`src/rtl/core/sset_pkg.sv`:
```
`timescale 1ns / 1ps
// Shared types and codes for the stable sorted entry table.
// No dependencies; used by sset_ctrl, sset_dp and the top level.
package sset_pkg;

    localparam int TAG_W = 64;
    localparam int LVL_W = 32;

    // opcodes
    localparam logic [1:0] OP_APPEND = 2'd0;
    localparam logic [1:0] OP_INSERT = 2'd1;
    localparam logic [1:0] OP_DELETE = 2'd2;
    localparam logic [1:0] OP_READ   = 2'd3;

    // status codes
    localparam logic [1:0] ST_OK      = 2'd0;
    localparam logic [1:0] ST_FULL    = 2'd1;
    localparam logic [1:0] ST_MISSING = 2'd2;
    localparam logic [1:0] ST_EMPTY   = 2'd3;

    typedef enum logic [1:0] {
        S_IDLE,
        S_WALK,
        S_TAIL,
        S_RESP
    } t_state;

    typedef struct packed {
        logic [TAG_W-1:0]        tag;
        logic signed [LVL_W-1:0] level;
    } t_entry;

    // controller -> datapath
    typedef struct packed {
        logic       load;        // latch item, restart walk
        logic       walk;        // slot walk active
        logic       tail;        // write tail slot, grow table
        logic       emit;        // push single response item
        logic       set_status;
        logic [1:0] status;
    } t_cmd;

    // datapath -> controller
    typedef struct packed {
        logic       occ_zero;
        logic       occ_full;
        logic       walk_last;   // last slot processed this cycle
        logic       out_free;    // output register can take an item
        logic [1:0] op;          // latched opcode
    } t_stat;

endpackage

```
`src/rtl/core/sset_ctrl.sv`:
```
`timescale 1ns / 1ps
// Operation sequencer for the sorted entry table.
// Depends on sset_pkg; drives sset_dp through t_cmd, reads t_stat.
module sset_ctrl (
    input  logic            i_clk,
    input  logic            i_rst_n,
    input  logic            i_in_valid,
    input  logic [1:0]      i_opcode,
    input  sset_pkg::t_stat i_stat,
    output logic            o_in_ready,
    output sset_pkg::t_cmd  o_cmd
);

    sset_pkg::t_state r_state;
    sset_pkg::t_state n_state;

    always_ff @(posedge i_clk) begin
        if (!i_rst_n) begin
            r_state <= sset_pkg::S_IDLE;
        end else begin
            r_state <= n_state;
        end
    end

    // next state
    always_comb begin
        n_state = r_state;
        case (r_state)
            sset_pkg::S_IDLE: begin
                if (i_in_valid) begin
                    case (i_opcode)
                        sset_pkg::OP_APPEND: begin
                            n_state = i_stat.occ_full ? sset_pkg::S_RESP : sset_pkg::S_TAIL;
                        end
                        sset_pkg::OP_INSERT: begin
                            if (i_stat.occ_full) begin
                                n_state = sset_pkg::S_RESP;
                            end else if (i_stat.occ_zero) begin
                                n_state = sset_pkg::S_TAIL;
                            end else begin
                                n_state = sset_pkg::S_WALK;
                            end
                        end
                        default: begin
                            // delete and read-out
                            n_state = i_stat.occ_zero ? sset_pkg::S_RESP : sset_pkg::S_WALK;
                        end
                    endcase
                end
            end
            sset_pkg::S_WALK: begin
                if (i_stat.walk_last) begin
                    case (i_stat.op)
                        sset_pkg::OP_INSERT: n_state = sset_pkg::S_TAIL;
                        sset_pkg::OP_DELETE: n_state = sset_pkg::S_RESP;
                        default:             n_state = sset_pkg::S_IDLE;
                    endcase
                end
            end
            sset_pkg::S_TAIL: begin
                n_state = sset_pkg::S_RESP;
            end
            sset_pkg::S_RESP: begin
                if (i_stat.out_free) begin
                    n_state = sset_pkg::S_IDLE;
                end
            end
            default: begin
                n_state = sset_pkg::S_IDLE;
            end
        endcase
    end

    // outputs
    always_comb begin
        o_cmd      = '0;
        o_in_ready = 1'b0;
        case (r_state)
            sset_pkg::S_IDLE: begin
                o_in_ready = 1'b1;
                o_cmd.load = i_in_valid;
                if (i_in_valid) begin
                    if (i_stat.occ_full &&
                        (i_opcode == sset_pkg::OP_APPEND || i_opcode == sset_pkg::OP_INSERT)) begin
                        o_cmd.set_status = 1'b1;
                        o_cmd.status     = sset_pkg::ST_FULL;
                    end
                    if (i_stat.occ_zero &&
                        (i_opcode == sset_pkg::OP_DELETE || i_opcode == sset_pkg::OP_READ)) begin
                        o_cmd.set_status = 1'b1;
                        o_cmd.status     = sset_pkg::ST_EMPTY;
                    end
                end
            end
            sset_pkg::S_WALK: begin
                o_cmd.walk = 1'b1;
            end
            sset_pkg::S_TAIL: begin
                o_cmd.tail = 1'b1;
            end
            sset_pkg::S_RESP: begin
                o_cmd.emit = i_stat.out_free;
            end
            default: begin
                o_cmd = '0;
            end
        endcase
    end

endmodule

```
`src/rtl/core/sset_dp.sv`:
```
`timescale 1ns / 1ps
// Datapath: slot memory, walk pointers, shift carry, occupancy, output register.
// Depends on sset_pkg; commanded by sset_ctrl.
module sset_dp #(
    parameter int TABLE_DEPTH = 32
) (
    input  logic                             i_clk,
    input  logic                             i_rst_n,
    input  sset_pkg::t_cmd                   i_cmd,
    input  logic [1:0]                       i_opcode,
    input  logic [sset_pkg::TAG_W-1:0]       i_entry_tag,
    input  logic signed [sset_pkg::LVL_W-1:0] i_entry_level,
    input  logic                             i_out_ready,
    output sset_pkg::t_stat                  o_stat,
    output logic                             o_out_valid,
    output logic [sset_pkg::TAG_W-1:0]       o_out_tag,
    output logic signed [sset_pkg::LVL_W-1:0] o_out_level,
    output logic                             o_last_of_run,
    output logic [1:0]                       o_status
);

    localparam int IW = $clog2(TABLE_DEPTH);
    localparam int CW = IW + 1;

    sset_pkg::t_entry r_mem [TABLE_DEPTH];
    sset_pkg::t_entry r_rdata;
    sset_pkg::t_entry r_carry;

    logic [1:0]                        r_op;
    logic [sset_pkg::TAG_W-1:0]        r_tag;
    logic signed [sset_pkg::LVL_W-1:0] r_level;
    logic [CW-1:0]                     r_occ;
    logic [CW-1:0]                     r_rd_ptr;
    logic [IW-1:0]                     r_pr_ptr;
    logic                              r_pr_valid;
    logic                              r_found;
    logic [1:0]                        r_status;

    logic                              r_out_valid;
    logic [sset_pkg::TAG_W-1:0]        r_out_tag;
    logic signed [sset_pkg::LVL_W-1:0] r_out_level;
    logic                              r_out_last;
    logic [1:0]                        r_out_status;

    logic             out_free;
    logic             is_read;
    logic             stall;
    logic             issue;
    logic             proc;
    logic             pr_last;
    logic             walk_last;
    logic             above;
    logic             match;
    logic             n_found;
    logic             we;
    logic [IW-1:0]    wa;
    sset_pkg::t_entry wd;
    sset_pkg::t_entry new_ent;

    assign new_ent.tag   = r_tag;
    assign new_ent.level = r_level;

    assign out_free  = !r_out_valid || i_out_ready;
    assign is_read   = (r_op == sset_pkg::OP_READ);
    // read-out waits on a busy output register; rdata holds meanwhile
    assign stall     = i_cmd.walk && r_pr_valid && is_read && !out_free;
    assign issue     = i_cmd.walk && !stall && (r_rd_ptr < r_occ);
    assign proc      = i_cmd.walk && r_pr_valid && !stall;
    assign pr_last   = ({1'b0, r_pr_ptr} == (r_occ - CW'(1)));
    assign walk_last = proc && pr_last;
    assign above     = ($signed(r_rdata.level) > r_level);
    assign match     = (r_rdata.tag == r_tag);

    // slot write selection; at most one writer per cycle
    always_comb begin
        we      = 1'b0;
        wa      = r_pr_ptr;
        wd      = new_ent;
        n_found = r_found;
        if (proc) begin
            case (r_op)
                sset_pkg::OP_INSERT: begin
                    if (r_found) begin
                        we = 1'b1;
                        wd = r_carry;
                    end else if (above) begin
                        we      = 1'b1;
                        wd      = new_ent;
                        n_found = 1'b1;
                    end
                end
                sset_pkg::OP_DELETE: begin
                    if (r_found) begin
                        we = 1'b1;
                        wa = r_pr_ptr - IW'(1);
                        wd = r_rdata;
                    end else if (match) begin
                        n_found = 1'b1;
                    end
                end
                default: begin
                    we = 1'b0;
                end
            endcase
        end else if (i_cmd.tail) begin
            we = 1'b1;
            wa = r_occ[IW-1:0];
            wd = r_found ? r_carry : new_ent;
        end
    end

    // slot memory, registered read
    always_ff @(posedge i_clk) begin
        if (we) begin
            r_mem[wa] <= wd;
        end
        if (issue) begin
            r_rdata <= r_mem[r_rd_ptr[IW-1:0]];
        end
    end

    // payload latch and carry
    always_ff @(posedge i_clk) begin
        if (i_cmd.load) begin
            r_op    <= i_opcode;
            r_tag   <= i_entry_tag;
            r_level <= i_entry_level;
        end
        if (proc && r_op == sset_pkg::OP_INSERT && (r_found || above)) begin
            r_carry <= r_rdata;
        end
        if (i_cmd.walk && !stall) begin
            r_pr_ptr <= r_rd_ptr[IW-1:0];
        end
    end

    // walk and table control
    always_ff @(posedge i_clk) begin
        if (!i_rst_n) begin
            r_occ      <= '0;
            r_rd_ptr   <= '0;
            r_pr_valid <= 1'b0;
            r_found    <= 1'b0;
            r_status   <= sset_pkg::ST_OK;
        end else begin
            if (i_cmd.load) begin
                r_rd_ptr   <= '0;
                r_pr_valid <= 1'b0;
                r_found    <= 1'b0;
            end else if (i_cmd.walk && !stall) begin
                r_pr_valid <= issue;
                r_found    <= n_found;
                if (issue) begin
                    r_rd_ptr <= r_rd_ptr + CW'(1);
                end
            end
            if (i_cmd.set_status) begin
                r_status <= i_cmd.status;
            end
            if (walk_last && r_op == sset_pkg::OP_DELETE) begin
                if (n_found) begin
                    r_occ    <= r_occ - CW'(1);
                    r_status <= sset_pkg::ST_OK;
                end else begin
                    r_status <= sset_pkg::ST_MISSING;
                end
            end
            if (i_cmd.tail) begin
                r_occ    <= r_occ + CW'(1);
                r_status <= sset_pkg::ST_OK;
            end
        end
    end

    // output register
    always_ff @(posedge i_clk) begin
        if (!i_rst_n) begin
            r_out_valid <= 1'b0;
        end else if (i_cmd.emit || (proc && is_read)) begin
            r_out_valid <= 1'b1;
        end else if (i_out_ready) begin
            r_out_valid <= 1'b0;
        end
    end

    always_ff @(posedge i_clk) begin
        if (i_cmd.emit) begin
            r_out_tag    <= '0;
            r_out_level  <= '0;
            r_out_last   <= 1'b1;
            r_out_status <= r_status;
        end else if (proc && is_read) begin
            r_out_tag    <= r_rdata.tag;
            r_out_level  <= r_rdata.level;
            r_out_last   <= pr_last;
            r_out_status <= sset_pkg::ST_OK;
        end
    end

    assign o_stat.occ_zero  = (r_occ == '0);
    assign o_stat.occ_full  = (r_occ == CW'(TABLE_DEPTH));
    assign o_stat.walk_last = walk_last;
    assign o_stat.out_free  = out_free;
    assign o_stat.op        = r_op;

    assign o_out_valid   = r_out_valid;
    assign o_out_tag     = r_out_tag;
    assign o_out_level   = r_out_level;
    assign o_last_of_run = r_out_last;
    assign o_status      = r_out_status;

endmodule

```
`src/rtl/core/stable_sorted_entry_table_unit.sv`:
```
`timescale 1ns / 1ps
// Items are taken one at a time: input ready is high only while the sequencer is idle. A full
// or empty answer skips the walk; read-out gives one item per cycle while the output register
// is free. The walk goes over the slot memory through its single read port.
// Reset (sync, active low) empties the table; slot contents stay undefined until written.
// Depends on sset_pkg, sset_ctrl, sset_dp.
module stable_sorted_entry_table_unit #(
    parameter int TABLE_DEPTH = 32
) (
    input  logic                              i_clk,
    input  logic                              i_rst_n,
    input  logic                              i_in_valid,
    output logic                              o_in_ready,
    input  logic [1:0]                        i_opcode,
    input  logic [sset_pkg::TAG_W-1:0]        i_entry_tag,
    input  logic signed [sset_pkg::LVL_W-1:0] i_entry_level,
    output logic                              o_out_valid,
    input  logic                              i_out_ready,
    output logic [sset_pkg::TAG_W-1:0]        o_out_tag,
    output logic signed [sset_pkg::LVL_W-1:0] o_out_level,
    output logic                              o_last_of_run,
    output logic [1:0]                        o_status
);

    // Walk: one slot read issued per cycle unless stalled; data is processed from rdata.
    //   insert - first slot with a higher level takes the new item; each later slot
    //            takes the carried one; the last carry lands in the tail slot.
    //   delete - after the first tag match every slot moves down by one.
    //   read   - each slot goes straight to the output register, stalling on it.
    // The output register lets the next item come in while a result waits.

    sset_pkg::t_cmd  cmd;
    sset_pkg::t_stat stat;

    sset_ctrl u_ctrl (
        .i_clk      (i_clk),
        .i_rst_n    (i_rst_n),
        .i_in_valid (i_in_valid),
        .i_opcode   (i_opcode),
        .i_stat     (stat),
        .o_in_ready (o_in_ready),
        .o_cmd      (cmd)
    );

    sset_dp #(
        .TABLE_DEPTH (TABLE_DEPTH)
    ) u_dp (
        .i_clk         (i_clk),
        .i_rst_n       (i_rst_n),
        .i_cmd         (cmd),
        .i_opcode      (i_opcode),
        .i_entry_tag   (i_entry_tag),
        .i_entry_level (i_entry_level),
        .i_out_ready   (i_out_ready),
        .o_stat        (stat),
        .o_out_valid   (o_out_valid),
        .o_out_tag     (o_out_tag),
        .o_out_level   (o_out_level),
        .o_last_of_run (o_last_of_run),
        .o_status      (o_status)
    );

    // table can't be empty and full at once
    a_occ_sane: assert property (@(posedge i_clk) disable iff (!i_rst_n)
        !(stat.occ_zero && stat.occ_full))
        else $error("occupancy both empty and full");

    // one item in flight: ready drops right after an accept
    a_one_item: assert property (@(posedge i_clk) disable iff (!i_rst_n)
        (i_in_valid && o_in_ready) |=> !o_in_ready)
        else $error("item accepted while previous one in flight");

    // tail write never on a full table
    a_no_overflow: assert property (@(posedge i_clk) disable iff (!i_rst_n)
        cmd.tail |-> !stat.occ_full)
        else $error("tail write on full table");

endmodule
```
`config.mk`:
```
export PLATFORM = sky130hd
export DESIGN_NAME = stable_sorted_entry_table_unit
export DESIGN_NICKNAME = d
export VERILOG_FILES = /design/src/rtl/core/sset_pkg.sv /design/src/rtl/core/sset_ctrl.sv /design/src/rtl/core/sset_dp.sv /design/src/rtl/core/stable_sorted_entry_table_unit.sv
export SDC_FILE = /design/constraint.sdc
export NUM_CORES = 2
export LEC_CHECK = 0
export ABC_AREA = 1
export BUFFER_PORTS_ARGS = -buffer_cell sky130_fd_sc_hd__buf_4
export CORE_ASPECT_RATIO = 0.7
export CORE_MARGIN = 1.5
export CORE_UTILIZATION = 48
export DETAILED_ROUTE_END_ITERATION = 12
export PLACE_DENSITY_LB_ADDON = 0.1
export SLEW_MARGIN = 40
export SYNTH_ARGS = -nofsm -noshare
export SYNTH_HDL_FRONTEND = slang
export SYNTH_SLANG_ARGS = --single-unit
```
`constraint.sdc`:
```
create_clock -name i_clk -period 6.7 [get_ports i_clk]
set_clock_uncertainty 0.15 [all_clocks]
set_input_delay 0.335 -clock i_clk [delete_from_list [all_inputs] [get_ports i_clk]]
set_output_delay 0.335 -clock i_clk [all_outputs]
set_load 0.02 [all_outputs]
```
== Word level (Yosys, flattened, before mapping) ==
Memories as Yosys holds them, arrays and structs flattened. A register that Yosys moved wholly into a read port is not among the register bits.
Index checks and enable logic that the tools add are counted.

* Add/sub/neg operators: 4
* Reductions and logical operators: 34
* Bitwise operators: 1
* Div/mod/pow operators: 0
* Order comparisons: 2
* Muxes and demuxes: 50
* Multipliers: 0
* Eq/ne operators: 15
* Shifts and indexed selects: 0

{| class="wikitable"
|+ Operator list
! kind !! number
|-
| two-way mux 96 bit || 4
|-
| one-hot mux 96 bit (2 select lines) || 1
|-
| equality test 64 bit || 1
|-
| greater-than comparator 32 bit || 1
|-
| two-way mux 2 bit || 11
|-
| two-way mux 5 bit || 4
|-
| two-way mux 1 bit || 18
|-
| two-way mux 6 bit || 3
|-
| logical AND 1 bit || 13
|-
| adder 6 x 1 -> 6 bit, second input constant || 2
|-
| equality test 2 bit, second input constant || 6
|-
| two-way mux 3 bit || 4
|-
| nonzero test 2 bit || 5
|-
| one-hot mux 2 bit (2 select lines) || 2
|-
| one-hot mux 2 bit (4 select lines) || 1
|-
| equality test 2 x 1 -> 1 bit, second input constant || 3
|-
| equality test 5 x 6 -> 1 bit || 1
|-
| equality test 6 bit, second input constant || 1
|-
| zero test 6 bit || 1
|-
| < comparator 6 bit || 1
|-
| subtractor 6 x 1 -> 6 bit, second input constant || 1
|-
| logical OR 1 bit || 5
|-
| subtractor 5 x 1 -> 5 bit, second input constant || 1
|-
| zero test 2 bit || 2
|-
| other kinds (8) || 14
|}

* Memories: 1
* Output and inout bits: 101
* Bits of input ports: 102
* Word-level logic and storage cells: 124
* Bits in registers: 317
* Bits in writable memories: 3072
* ROM bits: 0
* Bits in latches: 0

{| class="wikitable"
|+ Memory list
! name !! depth !! bits a word !! read ports !! clocked after Yosys merged registers in !! wr ports !! RTL line !! source
|-
| u_dp.r_mem || 32 || 96 || 1 || 1 || 1 || sset_dp.sv:25 || <nowiki>sset_pkg::t_entry r_mem [TABLE_DEPTH];</nowiki>
|}

== Longest topological paths before layout ==
* Depth in word-level cells: 11
* Gate-level depth with buffers: 24

== By module ==
From an unflattened synthesis, not the netlist that was laid out.

* Cell total of the unflattened synthesis: 10801
* Area total of the unflattened synthesis: 139381.2 sq um

{| class="wikitable"
|+ Modules (own cells, without submodules)
! module !! times used !! cells each !! sequential area each (sq um) !! area each (sq um)
|-
| sset_dp || 1 || 10756 || 103449.2 || 139118.4
|-
| sset_ctrl || 1 || 45 || 40.0 || 262.8
|}

== Worst setup path before layout ==
No wires, ideal clock.

* Path type: reg2reg
* From: reg u_dp.r_rdata[31] (netlist name)
* To: mem u_dp.r_mem[0][0] (netlist name) (enable)
* Slack: 38 ps
* Arrival: 5960 ps
* Buffers on the path: 0
* Required time: 5998 ps
* Stages on the path, launching flop included: 15
* Library setup time: 552 ps
* Cell sequence: edfxtp_1 -> ha_1 -> nand2_1 -> nor3_1 -> and3_1 -> nand2_1 -> nand2_1 -> nand2_1 -> nand2_1 -> nand2_1 -> nand2_1 -> a21oi_1 -> o21ai_4 -> nand2_1 -> nor2_1

* Longest elaborated chain between the ends: 7

{| class="wikitable"
|+ Ends and longest elaborated chain
! element !! RTL line !! source
|-
| greater-than comparator 32 bit || sset_dp.sv:71 || <nowiki>assign above = ($signed(r_rdata.level) > r_level);</nowiki>
|-
| two-way mux 1 bit || sset_dp.sv:86 || <nowiki>end else if (above) begin</nowiki>
|-
| two-way mux 1 bit || sset_dp.sv:83 || <nowiki>if (r_found) begin</nowiki>
|-
| one-hot mux 1 bit (2 select lines) || sset_dp.sv:81 || <nowiki>case (r_op)</nowiki>
|-
| two-way mux 1 bit || sset_dp.sv:80 || <nowiki>if (proc) begin</nowiki>
|-
| two-way mux 1 bit || sset_dp.sv:114 || <nowiki>if (we) begin</nowiki>
|-
| two-way mux 1 bit (not written as such) || sset_dp.sv:115 || <nowiki>r_mem[wa] <= wd;</nowiki>
|-
| to (decl) || sset_dp.sv:25 ||
|}

Every way passes these cells.

== Worst setup path after layout ==
* From: reg u_dp.r_op[0]
* To: mem u_dp.r_mem[20][55] (netlist name) (enable)

* Longest elaborated chain between the ends: 8
* Elaborated cells between the ends (all ways): 13
* Classes of those cells: eq/ne: 3; mux: 6; reduce/logical: 4

{| class="wikitable"
|+ Ends and longest elaborated chain
! element !! RTL line !! source
|-
| from (decl) || sset_dp.sv:29 || <nowiki>logic [1:0] r_op;</nowiki>
|-
| from (signal assigned) || sset_dp.sv:125 || <nowiki>r_op <= i_opcode;</nowiki>
|-
| equality test 2 bit || sset_dp.sv:64 || <nowiki>assign is_read = (r_op == sset_pkg::OP_READ);</nowiki>
|-
| logical AND 1 bit (2 in a row) || sset_dp.sv:66 || <nowiki>assign stall = i_cmd.walk && r_pr_valid && is_read && !out_free;</nowiki>
|-
| zero test 1 bit || sset_dp.sv:68 || <nowiki>assign proc = i_cmd.walk && r_pr_valid && !stall;</nowiki>
|-
| logical AND 1 bit || sset_dp.sv:68 ||
|-
| two-way mux 1 bit || sset_dp.sv:80 ||
|-
| two-way mux 1 bit || sset_dp.sv:114 ||
|-
| two-way mux 1 bit (not written as such) || sset_dp.sv:115 ||
|}

Parallel ways exist; a longest one is shown, timed or not.

==> flow_summary.json <==
{
  "synth_fa_ha_area_frac": 0.00396,
  "cts_buffers": 340,
  "start_util": 0.482,
  "maxCapViolCount": 0,
  "end_kind": "register",
  "yosysTopAreaCellShare": 0.728,
  "place_area_um2": 148000,
  "cts_setup_buffers": 0,
  "multi_input_area_um2": 32600,
  "dp_hpwl_mm": 297,
  "r2r_cells": 9,
  "grt_max_degree": 175,
  "setup-violations-final": 0,
  "cp_max_fo": 88,
  "crit_buf_inv": 2,
  "cts_sinks": 3485,
  "finalCritPeriodShare": 0.782,
  "hold_end": "u_dp.r_tag[55]$_DFFE_PP_",
  "seq_area_um2": 104000,
  "ant_nets": 0,
  "pin_count": 203,
  "dieArea_um2": 293000,
  "syn_area_um2": 139000,
  "crit_chain": "ha_1 -> a31oi_4 -> nand2_8 -> inv_6 -> o21ai_1 -> nor2_1 -> nand2_1 -> nor2_4 -> buf_12",
  "timing.rr.end": "u_dp.r_mem[20][55]$_DFFE_PP_",
  "max_freq_mhz": 191,
  "wl_per_cell_um": 32.5,
  "die_y_um": 453,
  "avgSynthCellArea_um2": 12.9,
  "yosys.area_share.simple": 0.0807,
  "tns_ns": 0,
  "syn_nets": 10912,
  "viasPerCell": 6.41,
  "grt-busiest-layer": "met1",
  "mostFrequentLayoutCell": "edfxtp_1",
  "synth-xor-area-share": 0.00233,
  "holdWs_ns": 0.0500,
  "cts_tree": "done",
  "routed_wl_mm": 493,
  "final_cell_mix": "edfxtp_1, o21ai_0, nor2_1",
  "crit_arrival_ns": 5.63,
  "fin_area_um2": 160000,
  "clk_latency_ns": 0.92,
  "grt_pass1_vias": 87786,
  "synthMuxAreaShare": 0,
  "area_delta_synth_final_pct": 15.2,
  "reg2reg_setup_slack_ns": 1.46,
  "drive_above_1_share": 0.109,
  "synth_compound_area_frac": 0.138,
  "cp_slowest_cell": "a31oi_4",
  "finalPower_w": 0.0670,
  "cts_buffer_depth": 4,
  "gr-usage-met3": 0.110,
  "leakagePower_nw": 52.7,
  "first_pass_iters": 6,
  "synth_top_family_by_area": "compound AO/OA/AOI/OAI gates",
  "num-fill-cells": 23466,
  "slew_viol_final": 0,
  "rsz0062_at_grt": "false",
  "seq_area_frac_synth": 0.745,
  "hold_depth": 2,
  "cp.required_ns": 7.09,
  "track_usage": 0.329,
  "crit_path_start_kind": "register",
  "gp_congestion": 0.910,
  "r2r-start": "u_dp.r_op[0]$_DFFE_PP_",
  "fp-row-count": 165,
  "gr-usage-met2": 0.436,
  "numPortBuffers": 202,
  "relSlewSlack": 0.353,
  "clkTransAtPathRegs_ns": 0.06,
  "synth_area_leaders": "edfxtp_1, o21ai_0, nor2_1",
  "drc_errors": 0,
  "syn_inst": 10766,
  "ys.warnings.count": 0,
  "status": "finished clean",
  "peakVddDrop_v": 0.000243,
  "finalHoldViolations": 0,
  "critPathTopFamily": "simple AND/OR/NAND/NOR gates",
  "hp-class": "in -> reg",
  "antenna_found_initial": 53,
  "cts_hold_buf": 134,
  "core_area_um2": 288000,
  "synth_top_area_cell": "edfxtp_1",
  "drt_iter0_drc": 16754,
  "htree_num_levels": 5,
  "ys.flop_type": "edfxtp_1",
  "power_density_nw_per_um2": 419,
  "period_minus_slack_ns": 5.24,
  "tightest_slew_ns": 0.970,
  "crit_type": "reg -> reg",
  "gr-total-overflow": 0,
  "nets": 11182,
  "cpPeakStageDelay_ns": 0.54,
  "ys_seq_elements": 3485,
  "chipWidth_um": 646,
  "synth.distinct_cells": 58,
  "grt_util_met1": 0.511,
  "ys_async_sr_fraction": 0,
  "clock-root-buffer": "clkbuf_16",
  "vias": 97229,
  "post_cts_resized": 0,
  "hp-start": "i_entry_tag[55]",
  "synth-edff-count": 3369,
  "grt_pass1_wl_mm": 687
}
-- where the power goes --
group          internal, W  leakage [nW]  switching (W)  total, W
Combinational      0.00424          16.2         0.0146    0.0188
Clock               0.0107          5.23        0.00831    0.0190
Sequential          0.0283          31.3       0.000817    0.0291
-- routing by layer --
metal | up-vias | routed length [um]
met1 | 49093 | 207000
met5 | - | 267
met4 | 26 | 14300
met2 | 6493 | 197000
li1 | 40900 | -
met3 | 717 | 74600
-- how the worst max path moves through the flow --
stage               slack (ns)                      endpoint  cells after the start                       start
floorplan                 0.04    u_dp.r_mem[0][0]$_DFFE_PP_                     14  u_dp.r_rdata[31]$_DFFE_PP_
global placement          1.40  u_dp.r_mem[24][46]$_DFFE_PP_                      9      u_dp.r_op[0]$_DFFE_PP_
detailed placement        1.70  u_dp.r_mem[20][36]$_DFFE_PP_                      9      u_dp.r_op[0]$_DFFE_PP_
CTS                       1.68   u_dp.r_mem[3][33]$_DFFE_PP_                     10      u_dp.r_op[0]$_DFFE_PP_
global route              1.41   u_dp.r_mem[3][33]$_DFFE_PP_                     10      u_dp.r_op[0]$_DFFE_PP_
finish                    1.46  u_dp.r_mem[20][55]$_DFFE_PP_                      9      u_dp.r_op[0]$_DFFE_PP_
-- cell usage after synthesis, types with 116 or more instances --
cell type and n:
nor2_1 1746, o21ai_0 1934, dfxtp_1 116, a21oi_1 151
nand2_1 874, edfxtp_1 3369, o221ai_1 264, o22ai_1 587
buf_2 159, clkbuf_1 574, nand3_1 157, inv_1 246
-- logic make-up after synthesis --
family / count (synthesis)
AOI/OAI and AO/OA: 3289
xor gates and xnor gates: 37
adders and majority gates: 44
buffers and inverters: 1043
DFF: 3485
and+or+nand+nor: 2868
-- cell type report --
type,instances,share of cell area
diodes,18,0.000282
flip-flops and latches,3485,0.647
well taps,3841,0.0300
clock buffers,435,0.0573
repair buffers,709,0.0449
inverters,262,0.00663
multi-input cells,6238,0.204
clock inverters,171,0.00955
-- state kept, by name, summed over array words and instances, names as in the netlist, 5 cells and up --
| name | cells |
|---|---|
| u_dp.r_tag | 64 |
| u_dp.o_out_level | 32 |
| u_dp.r_level | 32 |
| u_dp.r_rdata | 96 |
| u_dp.r_occ | 6 |
| u_dp.r_rd_ptr | 6 |
| u_dp.r_mem | 3072 |
| u_dp.o_out_tag | 64 |
| u_dp.r_carry | 96 |
| u_dp.r_pr_ptr | 5 |
-- worst register-to-register path, cell delays in order (launching register included) --
cell	delay [ns]
edfxtp_1	0.45
ha_1	0.52
a31oi_4	0.54
nand2_8	0.46
inv_6	0.47
o21ai_1	0.31
nor2_1	0.20
nand2_1	0.48
nor2_4	0.51
buf_12	0.50
-- per-stage QoR --
step | setup WS, ns | utilization | instances
floorplan | 0.0376 | - | 10766
global placement | 1.40 | 0.508 | 14330
detailed placement | 1.70 | 0.512 | 14388
CTS | 1.68 | 0.554 | 15128
global route | 1.41 | 0.555 | 15143
finish | 1.46 | 0.555 | 15159
Note: power is estimated with default switching activity, not from simulation.
